$ cat src/sv/imuse_pkg.sv
// Shared constants and types of the IMU sample scaler with accelerometer smoothing.
package imuse_pkg;

  localparam int RawW    = 16;
  localparam int TempW   = 18;
  localparam int AccW    = 21;
  localparam int GyrW    = 20;
  localparam int AlphaW  = 16;
  localparam int KW      = 21;
  localparam int ScaledW = 21;
  localparam int ProdW   = 37;
  localparam int EmaProdW = 39;

  localparam logic [KW-1:0] TempK = 21'd126640;
  localparam logic [KW-1:0] AccK  = 21'd1285377;
  localparam logic [KW-1:0] GyrK  = 21'd1023001;

  localparam logic signed [TempW-1:0] TempOfs    = 18'sd6400;
  localparam logic [AlphaW-1:0]       AlphaReset = 16'd13107;

  typedef struct packed {
    logic capture;
    logic round;
    logic ema_mul;
    logic update;
    logic seed;
  } lane_ctrl_t;

endpackage

$ cat src/sv/imuse_ema_lane.sv
// One smoothing lane: first-order moving average with seeding on the first sample.
module imuse_ema_lane (
  input  logic                                  clk_i,
  input  logic                                  rst_ni,
  input  imuse_pkg::lane_ctrl_t                 ctrl_i,
  input  logic signed [imuse_pkg::AccW-1:0]     x_i,
  input  logic [imuse_pkg::AlphaW-1:0]          alpha_i,
  output logic signed [imuse_pkg::AccW-1:0]     smooth_next_o
);
  import imuse_pkg::*;

  logic signed [AccW-1:0]     f_q;
  logic signed [AccW-1:0]     f_d;
  logic signed [AccW:0]       diff;
  logic signed [AlphaW:0]     alpha_s;
  logic signed [EmaProdW-1:0] prod_full;
  logic signed [EmaProdW-1:0] prod_q;
  logic signed [EmaProdW:0]   biased;
  logic signed [AccW:0]       sum;

  assign diff      = {x_i[AccW-1], x_i} - {f_q[AccW-1], f_q};
  assign alpha_s   = $signed({1'b0, alpha_i});
  assign prod_full = alpha_s * diff;
  assign biased    = {prod_q[EmaProdW-1], prod_q} + (EmaProdW+1)'(32768);
  assign sum       = {f_q[AccW-1], f_q} + biased[AccW+16:16];
  assign f_d       = ctrl_i.seed ? x_i : sum[AccW-1:0];

  always_ff @(posedge clk_i or negedge rst_ni) begin
    if (!rst_ni) begin
      f_q <= '0;
    end else if (ctrl_i.update) begin
      f_q <= f_d;
    end
  end

  always_ff @(posedge clk_i) begin
    if (ctrl_i.ema_mul) begin
      prod_q <= prod_full;
    end
  end

  assign smooth_next_o = f_d;

endmodule
$ cat config.mk
export PLATFORM = sky130hd
export DESIGN_NAME = imuse_ema_lane
export DESIGN_NICKNAME = d
export VERILOG_FILES = /design/src/sv/imuse_pkg.sv /design/src/sv/imuse_ema_lane.sv
export SDC_FILE = /design/constraint.sdc
export NUM_CORES = 1
export LEC_CHECK = 0
export BUFFER_PORTS_ARGS = -buffer_cell sky130_fd_sc_hd__buf_2
export CAP_MARGIN = 20
export CORE_ASPECT_RATIO = 1.4
export CORE_MARGIN = 4
export CORE_UTILIZATION = 60
export DETAILED_ROUTE_END_ITERATION = 8
export GPL_ROUTABILITY_DRIVEN = 0
export PLACE_DENSITY_LB_ADDON = 0.2
export REMOVE_ABC_BUFFERS = 1
export SYNTH_ARGS = -nofsm -noshare
export SYNTH_HDL_FRONTEND = slang
export SYNTH_SLANG_ARGS = --single-unit
$ cat constraint.sdc
create_clock -name clk_i -period 16 [get_ports clk_i]
set_clock_uncertainty 0.15 [all_clocks]
set_input_delay 3.2 -clock clk_i [delete_from_list [all_inputs] [get_ports clk_i]]
set_output_delay 3.2 -clock clk_i [all_outputs]
set_load 0.1 [all_outputs]
* Yosys cells after proc, flatten, opt, wreduce, memory -nomap -nowiden
Index checks and enable logic that the tools add are counted.
** Word-level totals
- Bits in registers :: 58
- Bits in latches :: 0
- Memory bits (writable) :: 0
- Memory bits (read-only) :: 0
- Output and inout port bits :: 21
- Logic and storage cells :: 7
- Memories kept :: 0
** Cells by class
- Add/sub/neg operators :: 3
- Multiply operators :: 1
- Divide/modulo/power cells :: 0
- Magnitude comparators :: 0
- Equality and inequality tests :: 0
- Shift-type cells :: 0
- Multiplexer cells :: 1
- Bitwise operators :: 0
- Reduce and logical (&&, ||, !) cells :: 0
** Operator list (number)
- $add 37x17->37 const B :: 1
- $mul 17x22->37 :: 1
- $sub 21x21->22 :: 1
- $add 21x21->21 :: 1
- $mux 21 :: 1

* Longest topological paths before layout
- Depth in word-level cells :: 3
- Mapped depth :: 34
- Depth with buffers taken out :: 32

* Worst setup path before layout
Ideal clock, no wire load.
- Path kind :: input-to-reg
- Start point :: input port x_i[0] (netlist name)
- End point :: register prod_q[36] (data pin)
- Setup time :: 264 ps
- Data arrival time :: 10480 ps
- Required time :: 15586 ps
- Setup slack :: 5106 ps
- Stages :: 31
- Path buffers :: 2
- Path through :: inv_1 > ha_1 > fa_1 > nor2b_1 > o21a_1 > o21ai_2 > a211oi_2 > o2111ai_1 > a21oi_1 > or3_1 > clkbuf_1 > buf_2 > nand3_1 > fa_1 > fa_1 > fa_1 > inv_1 > fa_1 > fa_1 > inv_1 > fa_1 > inv_1 > ha_1 > a211o_1 > a2111oi_1 > o211ai_1 > a211oi_2 > o31ai_1 > a31oi_1 > xnor2_1 > xnor2_1
** On the way
- Cells in the longest elaborated chain, start to end :: 2
** RTL lines
- from (decl) :: RTL line imuse_ema_lane.sv:6 : input logic signed [imuse_pkg::AccW-1:0] x_i,
- $sub 21x21->22 :: RTL line imuse_ema_lane.sv:21 : assign diff = {x_i[AccW-1], x_i} - {f_q[AccW-1], f_q};
- $mul 17x22->37 :: RTL line imuse_ema_lane.sv:23 : assign prod_full = alpha_s * diff;
- net prod_full[36] :: RTL line imuse_ema_lane.sv:16 : logic signed [EmaProdW-1:0] prod_full;
- to (signal assigned) :: RTL line imuse_ema_lane.sv:38 : prod_q <= prod_full;
- to (decl) :: RTL line imuse_ema_lane.sv:17 : logic signed [EmaProdW-1:0] prod_q;
The timed path passes the listed nets, and every way through them passes these cells.
A chain may end at the register's enable or synchronous reset.

* Worst setup path after layout
Ends and elaborated chain as after synthesis.

==> results.cfg <==
[synthesis]
synth_area_um2 = 16700
ys_ff_latch = 43
syn_area_per_cell_um2 = 8.84
async_flop_share = 0.488
synthSimpleGateAreaFrac = 0.161
ys_types = 74
yosys_warnings = 0
synth.area.mux_share = 0.0208
ys_dominant_reg_cell = edfxtp_1
synth-xor-area-share = 0.0466
yosysTopAreaCellShare = 0.397
synth_fa_ha_area_frac = 0.498
synth_top_area_cell = fa_1
synth_area_leaders = fa_1 40%, ha_1 10%, inv_1 9.6%
synth_compound_area_frac = 0.0877
ys_seq_area_frac = 0.0708
synth_edf_count = 22
synth_top_family_by_area = adder cells
syn_inst = 1894

[cts]
postCtsSetupRepairBufs = 0
postCtsHoldBufs = 0
clk_path_buf_depth = 2
clkLatencyLatePin_ns = 0.29
clockRootBuffer = clkbuf_16
cts_tree = done
cts.repair.resized = 0
clock-sinks = 43
cts_buffers = 5
cts_htree_levels = 2
clk_pin_slew_ns = 0.07

[layout]
fin_nets = 2418
syn_to_final_growth_pct = 4.97
fillers = 2412
final_cell_area_um2 = 17600
antenna_cells = 0
final_layout_size_suffix_gt1_frac = 0.0744

[global_routing]
grt_max_degree = 43
overflow = 0
track_usage = 0.278
grt_pass1_wl_um = 68600
grt_pass1_vias = 14300
antenna_found_initial = 0

[critical_path]
worstSetupPathType = primary input to flip-flop
endpoint_kind = flip-flop
cp.arrival_ns = 11.84
slowest_stage = or3_1
crit_top_cell = fa_1
cp_max_fo = 16
crit_path_start_kind = primary input
worst-endpoint-required_ns = 15.89
critPathMaxStageDelay_ns = 0.64

[placed_design]
place_area_um2 = 17400
pre_cts_ws_ns = 3.78
io_buffers = 62
hpwlAfterDp_um = 32900

[sta]
slew_headroom = 0.322
whs_ns = 0.403
timing.final.crit_share = 0.747
rsz0062_at_grt = false
hold_viol = 0
layout_min_cycle_time_ns = 11.96
tns_ns = 0
setup_ws_ns = 4.04
slew_viol_final = 0
fmaxAchievable_mhz = 83.6
tightest_slew_ns = 1.01
setup_violations = 0

[routing]
antenna_left = 0
remaining_drc_errors = 0
wire_per_inst_um = 17.7
drt_iter0_drc = 572
viasPerCell = 5.66
drt_pass1_iterations = 5
vias = 12900
wl_um = 40400

[job]
maxCapViolations = 0

[die]
placement_rows = 72
die_y_um = 206
coreArea_um2 = 27600
die_w_um = 149
io_pins = 65
start_util = 0.607
dieArea_um2 = 30700

[outcome]
status = finished, final reports clean

[worst_hold_path]
hp-class = flip-flop to flip-flop
-- flip-flops by register name, indices dropped and copies added, names as in the netlist --
register  flops
prod_q       22
f_q          21
-- stage by stage --
stage | std cells | util
final | 2279 | 0.638
after global routing | 2279 | 0.638
after CTS | 2279 | 0.638
after detailed placement | 2271 | 0.631
after global placement | 2271 | 0.631
after floorplan | 1819 | -
-- kinds of logic after synthesis --
family / Yosys count
buffers and inverters: 503
multiplexers: 32
XOR/XNOR: 89
AND/OR/NAND/NOR: 547
flip-flops: 43
adder cells (fa/ha/maj): 468
AO/OA/AOI/OAI: 212
-- path summary, 6_finish.rpt --
kind	start	to	slack [ns]	depth (start not counted)
min in group asynchronous	rst_ni	f_q[4]	2.75	1
setup / recovery	x_i[0]	prod_q[36]	4.04	30
setup reg to reg	f_q[0]	prod_q[36]	6.68	28
hold / removal	f_q[17]	f_q[17]	0.40	1
hold reg to reg	f_q[17]	f_q[17]	0.40	1
max in group asynchronous	rst_ni	f_q[13]	12.56	1
-- metal layers --
layer / vias to the layer above / routed length [um] / global-route usage
met2: 362 / 22200 / 0.533
met5: - / 0 / 0
met3: 126 / 1660 / 0.0240
met1: 6574 / 14900 / 0.321
met4: 0 / 1540 / 0.0978
li1: 5829 / - / -
-- critical path: cells and delay by family --
kind / cells / cell delay [ns]
buf+inv: 5 / 0.30
xor+xnor: 2 / 0.24
simple gates: 3 / 1.01
fa+ha+maj: 9 / 4.06
compound gates: 11 / 3.03
-- cells in the final DEF (no fill, tap or decap), types with 6 or more instances in the layout --
cell / n
o31ai_1: 15
xor2_1: 27
inv_1: 428
nand4_1: 8
a21oi_1: 56
fa_1: 332
o31a_1: 7
and2_1: 102
o21a_1: 13
a21o_1: 25
nand3_1: 34
nand2b_1: 29
nand2_1: 243
and3_2: 6
dfrtp_1: 21
xnor2_1: 60
nor2_1: 34
mux2i_1: 10
buf_4: 20
edfxtp_1: 22
ha_1: 134
nor2b_1: 30
or2_2: 7
mux2_2: 19
o21ai_0: 41
nor3_1: 15
and3_1: 22
buf_2: 62
or3_1: 6
-- Yosys cell counts, types with 19 or more instances --
library cell and count:
nand3_1 34, nor2_1 34, edfxtp_1 22, xnor2_1 60
mux2_2 19, nand2_1 243, a21oi_1 56, and3_1 22
inv_1 428, o21ai_0 41, clkbuf_1 66, a21o_1 25
nor2b_1 30, fa_1 332, xor2_1 29, and2_1 102
ha_1 134, dfrtp_1 21, nand2b_1 29
-- area by class of cell --
| class | count | area [um2] | share of cell area |
|---|---|---|---|
| Timing Repair Buffer | 82 | 460 | 0.0262 |
| Multi-Input combinational cell | 1348 | 13700 | 0.778 |
| Clock buffer | 5 | 125 | 0.00712 |
| Sequential cell | 43 | 1190 | 0.0675 |
| Tap cell | 370 | 463 | 0.0263 |
| Clock inverter | 3 | 67.6 | 0.00384 |
| Inverter | 428 | 1610 | 0.0914 |
Power is left out: the tool's default activity adds up to more than one toggle a clock period on the data nets, which glitch-free logic cannot reach.
