## src/sv/imuse_pkg.sv

```systemverilog
// Shared constants and types of the IMU sample scaler with accelerometer smoothing.
package imuse_pkg;

  localparam int RawW    = 16;
  localparam int TempW   = 18;
  localparam int AccW    = 21;
  localparam int GyrW    = 20;
  localparam int AlphaW  = 16;
  localparam int KW      = 21;
  localparam int ScaledW = 21;
  localparam int ProdW   = 37;
  localparam int EmaProdW = 39;

  localparam logic [KW-1:0] TempK = 21'd126640;
  localparam logic [KW-1:0] AccK  = 21'd1285377;
  localparam logic [KW-1:0] GyrK  = 21'd1023001;

  localparam logic signed [TempW-1:0] TempOfs    = 18'sd6400;
  localparam logic [AlphaW-1:0]       AlphaReset = 16'd13107;

  typedef struct packed {
    logic capture;
    logic round;
    logic ema_mul;
    logic update;
    logic seed;
  } lane_ctrl_t;

endpackage

```

## src/sv/imuse_scale_lane.sv

```systemverilog
// One scaling lane: raw word times a Q16 constant, rounded to nearest.
module imuse_scale_lane (
  input  logic                                    clk_i,
  input  imuse_pkg::lane_ctrl_t                   ctrl_i,
  input  logic signed [imuse_pkg::RawW-1:0]       raw_i,
  input  logic [imuse_pkg::KW-1:0]                k_i,
  output logic signed [imuse_pkg::ScaledW-1:0]    scaled_o
);
  import imuse_pkg::*;

  logic signed [KW:0]        k_s;
  logic signed [ProdW:0]     prod_full;
  logic signed [ProdW-1:0]   prod_q;
  logic signed [ProdW:0]     biased;
  logic signed [ScaledW-1:0] scaled_q;

  assign k_s       = $signed({1'b0, k_i});
  assign prod_full = raw_i * k_s;
  assign biased    = {prod_q[ProdW-1], prod_q} + (ProdW+1)'(32768);

  always_ff @(posedge clk_i) begin
    if (ctrl_i.capture) begin
      prod_q <= prod_full[ProdW-1:0];
    end
    if (ctrl_i.round) begin
      scaled_q <= biased[ScaledW+15:16];
    end
  end

  assign scaled_o = scaled_q;

endmodule

```

## config.mk

```make
export PLATFORM = sky130hd
export DESIGN_NAME = imuse_scale_lane
export DESIGN_NICKNAME = d
export VERILOG_FILES = /design/src/sv/imuse_pkg.sv /design/src/sv/imuse_scale_lane.sv
export SDC_FILE = /design/constraint.sdc
export NUM_CORES = 1
export LEC_CHECK = 0
export ABC_AREA = 1
export BUFFER_PORTS_ARGS = -buffer_cell sky130_fd_sc_hd__buf_2
export CAP_MARGIN = 20
export CORE_ASPECT_RATIO = 0.6
export CORE_UTILIZATION = 45
export DETAILED_ROUTE_END_ITERATION = 10
export PLACE_DENSITY = 0.68
export SLEW_MARGIN = 25
export SYNTH_ARGS = -nofsm -noshare
export SYNTH_HDL_FRONTEND = slang
export SYNTH_SLANG_ARGS = --single-unit
```

## constraint.sdc

```tcl
create_clock -name clk_i -period 13.6 [get_ports clk_i]
set_input_delay 3.4 -clock clk_i [delete_from_list [all_inputs] [get_ports clk_i]]
set_output_delay 3.4 -clock clk_i [all_outputs]
set_load 0.02 [all_outputs]
```

* After elaboration in Yosys (flattened, before gate mapping)
Index checks and enable logic that the tools add are counted.
** Operators by class
- Add/subtract/negate cells :: 1
- Multiply operators :: 1
** Operators by type and width (number)
- $add A37 B17 Y37 const B :: 1
- $mul A16 B22 Y37 :: 1
** Storage, ports and cells
- Bits in registers :: 58
- Input port bits :: 43
- Word-level logic and storage cells :: 4

* Longest topological paths before layout
Gate-level depths: netlist of run 1.
- Depth in word-level cells :: 1
- Gate-level depth with buffers :: 27

* Worst setup path after synthesis of run 1
No wires, ideal clock.
- Kind :: input to register
- Start point :: in raw_i[1] (netlist name)
- End point :: reg prod_q[29] (data pin)
- Arrival time :: 8.381 ns
- Data required time :: 13.348 ns
- Setup slack :: 4.967 ns
- Cell stages on the path :: 23
- Buffers on the path :: 2
- Cells stage by stage :: clkbuf_1 buf_1 nand2_1 fa_1 inv_1 fa_1 inv_1 fa_1 inv_1 fa_1 inv_1 fa_1 inv_1 fa_1 ha_1 a21o_1 inv_1 o21ai_0 a21o_1 a21boi_0 nand2_1 nand2_1 nand2_1
** Between the ends
- Longest elaborated chain between the ends :: 1
** RTL lines
- from (decl) :: RTL line imuse_scale_lane.sv:5 : input logic signed [imuse_pkg::RawW-1:0] raw_i,
- $mul A16 B22 Y37 :: RTL line imuse_scale_lane.sv:18 : assign prod_full = raw_i * k_s;
- named net prod_full[29] :: RTL line imuse_scale_lane.sv:12 : logic signed [ProdW:0] prod_full;
- to (signal assigned) :: RTL line imuse_scale_lane.sv:23 : prod_q <= prod_full[ProdW-1:0];
- to (decl) :: RTL line imuse_scale_lane.sv:13 : logic signed [ProdW-1:0] prod_q;
The timed path passes the listed nets, and every way through them passes these cells.
A chain may end at the register's enable or synchronous reset.

* Final worst setup path of run 1
- Start point :: in raw_i[15] (netlist name)
- End point :: reg prod_q[36] (data pin)
The elaborated chain is that of the path after synthesis.

==> run metrics, run 1 <==
die height=roughly 140 um; die width=225 um; Worst path slowest cell=inv_1; Synth cell types=33; CTS root buf=clkbuf_16; synthesized cell area=13,400 um2; Final ANT Viol Nets=0; Setup CP Type=in2reg; Setup Skew=0.00509 ns; Crit Path Max Fanout=23; Clock Path Buffers=2; crit end category=register; final setup fails=0; ys async rst share=0; vias in the first global route=10,600; Nets=2,129; TritonCTS Buffers=5; cells along the critical path=buf_2 > inv_1 > or2_2 > fa_1 > fa_1 > inv_1 > fa_1 > fa_1 > fa_1 > inv_1 > fa_1 > inv_1 > ha_1 > a21oi_1 > o21ai_0 > a21oi_1 > nand3_1 > nand2_1 > nand2_1 > nand2_1 > nand2_1; Min-Delay Path Class=reg2reg; Compound-Gate Fraction of Synth Area=0.0374; Tcrit/Tclk final=0.652; n_diodes=0; largest net degree at the start of global routing=24; Die Area=30,500 um2; I/O pins=64; Worst Path Buf+Inv=5; dominant cells by area after synthesis=fa_1 (39%), inv_1 (14%), nand2_1 (12%), ha_1 (12%), edfxtp_1 (9.6%); max_slew headroom=0.402; share of the synthesized area in the top cell type=0.393; Synth Area in XOR/XNOR=0.0216; unrepaired setup endpoints after global routing=false; CTS clk-pin slew, worst paths=0.06 ns; CP max stage delay=0.64 ns; Worst Tran Pin Value=around 0.90 ns; pre-CTS setup slack=4.52 ns; initial drt markers=between 600 and 700; Main synth FF type=edfxtp_1; yosys synthesis warning count=0; FMAX=approximately 0.11 GHz; Tmin final=between 8 and 9 ns; Post-synth EDFFs=43; Vias/cell=4.87; Initial Util=0.461; Max Cap Violations=0; gpl congestion=0.903; first-pass GRT wire length=53,300 um; setup repair bufs after CTS=0; Fillers=2,812; worst-skew pair later-pin latency=~0.29 ns; top-count cell post-synth=inv_1; critical path launch point type=input pin; Post-Synth Simple-Gate Area=0.172; CTS tree=done; Final Hold Fails=0; Slew Viols, Final=0; layout cells sized above 1=0.0530; Routed Wire Length=31,300 um; Setup TNS=0 ns; initial antenna violation count=0; synthesized net count=2,126; DP Wirelength=approximately 26,000 um; Sink Count=43; H-tree Lvls=2; post-synthesis adder-cell area fraction=0.510; GR Overflow Total=0; CP Data Arrival Time=roughly 9 ns; port bufs=60; sequential fraction of the synthesis area=0.0965; P&R area growth vs syn=5.41%; DRT Pass-1 Iters=5; Synth area leader=fa_1; hold buffer count at cts=0; post-cts sizing count=0; Post-Syn Instances=1,695; post-synthesis mux area share=0; #FFs+latches synth=between 40 and 50; Vias=10,200; Total GRT Usage=0.221; Req. time, crit path=13.65 ns; family with the most delay on the worst path=adder cells; Syn Area/Cell=roughly 8 um2; CORE AREA=29,000 um2; main combinational cell family by area after synthesis=adder cells; DRC viols=0; multi-input logic area=around 9900 um2; DR WL/cell=14.9 um; status=finished clean; # rows=48; synth cell count leaders=inv_1 (515), nand2_1 (432), fa_1 (263); Reg area=1290 um2; CP most frequent cell=fa_1; Setup WS post-layout=around 4.7 ns
[stage by stage]
stage	util	instance area [um2]	instances	hold slack (ns)
2_1_floorplan	-	13400	1695	0.527
3_3_place_gp	0.481	13900	2091	0.544
3_5_place_dp	0.481	13900	2091	0.562
4_1_cts	0.486	14100	2099	0.563
5_1_grt	0.486	14100	2099	0.567
6_report	0.486	14100	2099	0.556
[layer usage]
layer | routed length, um | part of all wire | vias up | GRT usage
met5 | 0 | 0 | - | 0
met4 | 289 | 0.0092 | 0 | 0.0265
met3 | 2360 | 0.075 | 31 | 0.0414
met2 | 13300 | 0.42 | 313 | 0.339
met1 | 15400 | 0.49 | 5038 | 0.333
li1 | - | - | 4846 | -
[cells by family after synthesis]
family,after synthesis
DFF,43
xor gates and xnor gates,33
buffers and inverters,580
and+or+nand+nor,561
AOI/OAI and AO/OA,90
adders and majority gates,388
[final cells by class]
class | instances | area share
multi-input cells | 1072 | 0.703
inverters | 516 | 0.137
flip-flops and latches | 43 | 0.0915
well taps | 400 | 0.0355
repair buffers | 60 | 0.0213
clock buffers | 5 | 0.00887
clock inverters | 3 | 0.00275
[path summary, 6_finish.rpt]
kind	from	end	slack, ns	cells after the start
max	raw_i[15]	prod_q[36]$_DFFE_PP_	4.73	21
min	prod_q[36]$_DFFE_PP_	scaled_o[20]$_DFFE_PP_	0.56	1
max reg2reg	prod_q[15]$_DFFE_PP_	scaled_o[19]$_DFFE_PP_	11.61	9
min reg2reg	prod_q[36]$_DFFE_PP_	scaled_o[20]$_DFFE_PP_	0.56	1
[worst reg2reg max path: stages, from the launching register on]
cell      delay (ns)
edfxtp_1        0.40
ha_1            0.21
nand3_2         0.13
nor2_2          0.16
nand3_2         0.12
nor4_4          0.19
nand2_1         0.15
nor2_1          0.16
nand2_1         0.08
xor2_1          0.14
[state kept, by name, indices dropped and copies added, names as in the netlist]
register and count:
prod_q 22, scaled_o 21
[cells in the final DEF (no fill, tap or decap)]
cell type,Yosys,layout
a21boi_0,3,3
a21o_1,6,6
a21oi_1,46,46
and2_1,1,1
buf_2,0,60
bufinv_16,0,1
clkbuf_16,0,5
clkinv_1,0,1
clkinv_2,0,1
edfxtp_1,43,43
fa_1,263,263
ha_1,125,125
inv_1,515,515
inv_2,1,1
nand2_1,432,432
nand3_1,21,21
nand3_2,2,2
nand3_4,3,3
nand3b_1,2,2
nand4_1,4,4
nor2_1,68,68
nor2_2,3,3
nor2_4,2,2
nor3_1,12,12
nor3_4,1,1
nor4_4,1,1
o21a_1,5,5
o21ai_0,24,24
o21ai_1,1,1
o21ai_2,1,1
o21bai_1,1,1
o22ai_1,1,1
o311ai_0,2,2
or2_2,9,9
xnor2_1,9,9
xor2_1,24,24
Power of run 1 is left out: the tool's default activity adds up to more than one toggle a clock period on the data nets, which glitch-free logic cannot reach.
==> run 2: changes to the inputs <==
Settings changed: ABC_AREA 1 to 0, PLACE_DENSITY 0.68 to 0.71.
Clock period 13.6 ns to 7.25 ns, I/O delays scaled along.
==> run metrics, run 2 <==
status=finished clean; vias in the first global route=10,200 (-3.7%); Syn Area/Cell=9.02 um2 (+14%); Total GRT Usage=0.223 (+0.00229); Fillers=2,555 (-9.1%); final setup fails=0 (unchanged); DP Wirelength=28,200 um (+7.5%); Tcrit/Tclk final=0.988; Sink Count=43 (unchanged); synthesized net count=1,883 (-11%); Initial Util=0.466 (+0.00482); unrepaired setup endpoints after global routing=true; share of the synthesized area in the top cell type=0.402 (+0.00838); Setup Skew=0.00195 ns (-0.00314 ns); I/O pins=64 (unchanged); FMAX=0.140 GHz; Crit Path Max Fanout=11 (-52%); Vias=9,946 (-2.8%); hold path depth=1 (unchanged); die height=134 um (-1.0%); port bufs=60 (unchanged); layout cells sized above 1=0.159 (+0.106); #FFs+latches synth=43 (unchanged); Die Area=29,800 um2 (-2.1%); Nets=2,018 (-5.2%); Worst Tran Pin Value=0.561 ns (-0.335 ns); DRC viols=0 (unchanged); max_slew headroom=0.623 (+0.221); pre-CTS setup slack=-0.256 ns (-4.77 ns); crit end category=register; CTS root buf=clkbuf_16; Routed Wire Length=32,000 um (+2.2%); Clock Path Buffers=2 (unchanged); sequential fraction of the synthesis area=0.0985 (+0.00205); Worst Hold Margin=0.566 ns (+0.00962 ns); Reg area=1290 um2 (unchanged); Req. time, crit path=7.37 ns (-6.28 ns); GR Overflow Total=0 (unchanged); largest net degree at the start of global routing=23 (-4.2%); Synth cell types=58 (+76%); die width=222 um (-1.0%); multi-input logic area=10,400 um2 (+5.4%); Post-synth EDFFs=43 (unchanged); DR WL/cell=16.4 um (+9.8%); Slew Viols, Final=0 (unchanged); Final Hold Fails=0 (unchanged); most frequent cells in the layout=inv_1 (349), fa_1 (257), nand2_1 (211), buf_4 (136), and2_1 (130); CTS clk-pin slew, worst paths=0.05 ns (about the same); Reg2Reg Depth=5 (-4); Final ANT Viol Nets=0 (unchanged); Setup CP Type=in2reg; Vias/cell=5.09 (+4.4%); CTS tree=done; gpl congestion=0.884 (-2.0%); yosys synthesis warning count=0 (unchanged); # rows=47 (-2.1%); Tmin final=7.16 ns; CORE AREA=28,100 um2 (-3.1%); n_diodes=0 (unchanged); critical path launch point type=input pin; max FFs per register=22 (unchanged); initial antenna violation count=0 (unchanged); most common cell after layout, fill and taps aside=inv_1; Largest Register=prod_q; ys async rst share=0 (unchanged); Max Cap Violations=0 (unchanged); synth cell count leaders=inv_1 (350), fa_1 (263), nand2_1 (211); worst-skew pair later-pin latency=0.27 ns (-0.02 ns); P&R area growth vs syn=14.9%; DRT Pass-1 Iters=7 (+2); TritonCTS Buffers=5 (unchanged); synthesized cell area=13,100 um2 (-2.1%); H-tree Lvls=2 (unchanged); dominant cells by area after synthesis=fa_1 (40%), ha_1 (12%), inv_1 (10%), edfxtp_1 (9.9%), and2_1 (6.3%); CP Data Arrival Time=7.28 ns (-1.63 ns); first-pass GRT wire length=53,100 um (-0.36%); Main synth FF type=edfxtp_1; top-count cell post-synth=inv_1; Post-Syn Instances=1,452 (-14%); Setup WS post-layout=0.0855 ns (-4.65 ns); Min-Delay Path Class=reg2reg; initial drt markers=779 (+17%); Synth area leader=fa_1
run 2: cell families after synthesis:
| group | after synthesis | share of synthesized area |
|---|---|---|
| compound gates | 116 | 0.0629 |
| flops | 43 | 0.0985 |
| simple gates | 442 | 0.165 |
| fa+ha+maj | 388 | 0.521 |
| xor+xnor | 45 | 0.0301 |
| mux | 2 | 0.00153 |
| buf+inv | 416 | 0.121 |
run 2: worst paths after layout:
path | startpoint | to | slack [ns]
worst min-delay path | prod_q[36]$_DFFE_PP_ | scaled_o[20]$_DFFE_PP_ | 0.57
worst max-delay path | raw_i[2] | prod_q[28]$_DFFE_PP_ | 0.09
worst max register to register | prod_q[18]$_DFFE_PP_ | scaled_o[18]$_DFFE_PP_ | 5.35
worst min register to register | prod_q[36]$_DFFE_PP_ | scaled_o[20]$_DFFE_PP_ | 0.57
run 2: per-stage QoR:
stage / util / area (um2) / instances / setup TNS, ns
floorplan: - / 13100 / 1452 / 0
global placement: 0.520 / 14600 / 1946 / -1.95
detailed placement: 0.520 / 14600 / 1946 / -2.26
CTS: 0.525 / 14800 / 1954 / 0
global route: 0.535 / 15100 / 1955 / -0.0443
finish: 0.535 / 15100 / 1955 / 0
run 2: final cells by class:
cell class / count / area share
Clock inverter: 1 / 0.000333
Inverter: 350 / 0.0873
Multi-Input combinational cell: 993 / 0.694
Timing Repair Buffer: 194 / 0.0931
Sequential cell: 43 / 0.0858
Tap cell: 367 / 0.0305
Clock buffer: 7 / 0.00881
run 2: per-layer routing:
layer / share of wire / routed length, um / vias to the layer above / track usage
met2: 0.39 / 12400 / 400 / 0.305
met1: 0.51 / 16300 / 4887 / 0.359
met3: 0.10 / 3270 / 11 / 0.0607
met5: 0 / 0 / - / 0
li1: - / - / 4648 / -
met4: 0.0036 / 114 / 0 / 0.0174
run 2: critical path: stages:
cell      delay (ns)
buf_4           0.18
nand2_1         0.10
fa_1            0.53
inv_1           0.06
fa_1            0.56
inv_1           0.06
fa_1            0.50
inv_1           0.06
fa_1            0.58
inv_1           0.07
fa_1            0.40
fa_1            0.52
inv_1           0.04
ha_1            0.28
buf_4           0.16
nand4_1         0.11
o211ai_1        0.16
a32oi_2         0.23
a22oi_2         0.18
or4_1           0.52
nand4_1         0.15
run 2: repair_timing:
item                                    in CTS  in global routing
resized for setup                            0                 77
endpoints found under the hold margin        0                  0
hold buffers                                 0                  0
buffers inserted                             0                  1
endpoints found under the setup margin       0                 16
Power of run 2 is left out for the same reason.
==> run 3: changes to the inputs <==
Settings changed: CTS_BUF_LIST from default to sky130_fd_sc_hd__clkbuf_8.
==> run metrics, run 3 (same netlist as run 2, synthesis figures left out) <==
Vias/cell=5.06 (-0.62%); DP Wirelength=28,200 um (unchanged); Final Hold Fails=0 (unchanged); Reg2Reg Depth=5 (unchanged); H-tree Lvls=2 (unchanged); initial drt markers=764 (-1.9%); critical path launch point type=input pin; n_diodes=0 (unchanged); Slew Viols, Final=0 (unchanged); GR Overflow Total=0 (unchanged); placed cell area=14,600 um2 (unchanged); worst-skew pair later-pin latency=0.28 ns (about the same); FMAX=0.140 GHz (+0.37%); Setup CP Type=in2reg; Crit Path Max Fanout=11 (unchanged); Vias=9,884 (-0.62%); Setup WS post-layout=0.112 ns (+0.0261 ns); gpl congestion=0.884 (unchanged); Post-Place Cells=1,946 (unchanged); Die Area=29,800 um2 (unchanged); largest net degree at the start of global routing=23 (unchanged); Tmin final=7.14 ns (-0.0261 ns); port bufs=60 (unchanged); CORE AREA=28,100 um2 (unchanged); DRC viols=0 (unchanged); first-pass GRT wire length=53,000 um (-0.24%); P&R area growth vs syn=13.8%; Setup Skew=0.00199 ns (+0.0000400 ns); initial antenna violation count=0 (unchanged); most common cell after layout, fill and taps aside=inv_1; DR WL/cell=16.3 um (-0.41%); Clock Path Buffers=2 (unchanged); Final ANT Viol Nets=0 (unchanged); Worst R2R Setup Slack=5.38 ns (+0.03 ns); hold path endpoint=scaled_o[20]$_DFFE_PP_; CP Data Arrival Time=7.27 ns (about the same); Initial Util=0.466 (unchanged); Req. time, crit path=7.38 ns (about the same); DRT Pass-1 Iters=5 (-2); die height=134 um (unchanged); vias in the first global route=10,200 (-0.17%); most frequent cells in the layout=inv_1 (352), fa_1 (257), nand2_1 (211), buf_4 (136), and2_1 (131); pre-CTS setup slack=-0.256 ns (unchanged); CTS root buf=clkbuf_8; Routed Wire Length=31,900 um (-0.41%); status=finished clean; Post-Layout Cell Count=1,955 (unchanged); max_slew headroom=0.621 (-0.00219); Nets=2,018 (unchanged); Largest Register=prod_q; max FFs per register=22 (unchanged); Final Cell Area=14,900 um2 (-0.94%); reg2reg end=scaled_o[18]$_DFFE_PP_; RR Startpoint=prod_q[18]$_DFFE_PP_; Max Cap Violations=0 (unchanged); Fillers=2,569 (+0.55%); # rows=47 (unchanged); Min-Delay Path Class=reg2reg; layout cells sized above 1=0.154 (-0.00441); die width=222 um (unchanged); min-delay src=prod_q[36]$_DFFE_PP_; I/O pins=64 (unchanged); crit end category=register; TritonCTS Buffers=5 (unchanged); CTS tree=done; Total GRT Usage=0.223 (about the same); hold path depth=1 (unchanged); CTS clk-pin slew, worst paths=0.07 ns (+0.02 ns); Sink Count=43 (unchanged); Worst Tran Pin Value=0.564 ns (+0.00326 ns); Tcrit/Tclk final=0.985 (-0.00360); final setup fails=0 (unchanged)
==> run 3: area by class of cell <==
| type | instances | area (um2) | area share |
|---|---|---|---|
| tap | 367 | 459 | 0.0308 |
| clock buffer | 5 | 68.8 | 0.00462 |
| timing repair buffer | 194 | 1370 | 0.0918 |
| sequential | 43 | 1290 | 0.0866 |
| multi-input combinational | 993 | 10400 | 0.697 |
| clock inverter | 3 | 12.5 | 0.000839 |
| inverter | 350 | 1310 | 0.0881 |
==> run 3: worst max path at each step <==
stage	depth (start not counted)	slack [ns]	endpoint	startpoint
floorplan	22	0.07	prod_q[32]$_DFFE_PP_	raw_i[15]
global placement	20	-0.22	prod_q[31]$_DFFE_PP_	raw_i[1]
detailed placement	20	-0.26	prod_q[31]$_DFFE_PP_	raw_i[1]
CTS	20	0.03	prod_q[31]$_DFFE_PP_	raw_i[1]
global route	20	-0.06	prod_q[32]$_DFFE_PP_	raw_i[1]
finish	21	0.11	prod_q[28]$_DFFE_PP_	k_i[12]
==> run 3: what timing repair did <==
action,4_1_cts,5_1_grt
buffers inserted,0,1
setup endpoints to repair,0,16
gates resized for setup,0,54
hold buffers,0,0
==> run 3: routing by layer <==
metal  vias up  track usage  wire (um)  part of all wire
li1       4651            -          -                 -
met1      4851        0.358      16400              0.51
met2       371        0.304      12300              0.38
met3        11       0.0620       3140             0.098
met4         0       0.0185        107            0.0034
met5         -            0          0                 0
==> run 3: critical path, stage by stage <==
cell      delay, ns
clkbuf_4       0.21
nand2_1        0.10
fa_1           0.53
inv_1          0.06
fa_1           0.55
inv_1          0.06
fa_1           0.50
inv_1          0.06
fa_1           0.58
inv_1          0.07
fa_1           0.40
fa_1           0.52
inv_1          0.04
ha_1           0.28
buf_4          0.16
nand4_1        0.11
o211ai_1       0.15
a32oi_2        0.20
a22oi_2        0.18
or4_1          0.52
nand4_1        0.15
==> run 3: through the flow <==
stage	util	setup TNS, ns	hold WS [ns]
2_1_floorplan	-	0	0.527
3_3_place_gp	0.520	-1.95	0.552
3_5_place_dp	0.520	-2.26	0.558
4_1_cts	0.523	0	0.573
5_1_grt	0.530	-0.0869	0.604
6_report	0.530	0	0.569
Power of run 3 is left out for the same reason.
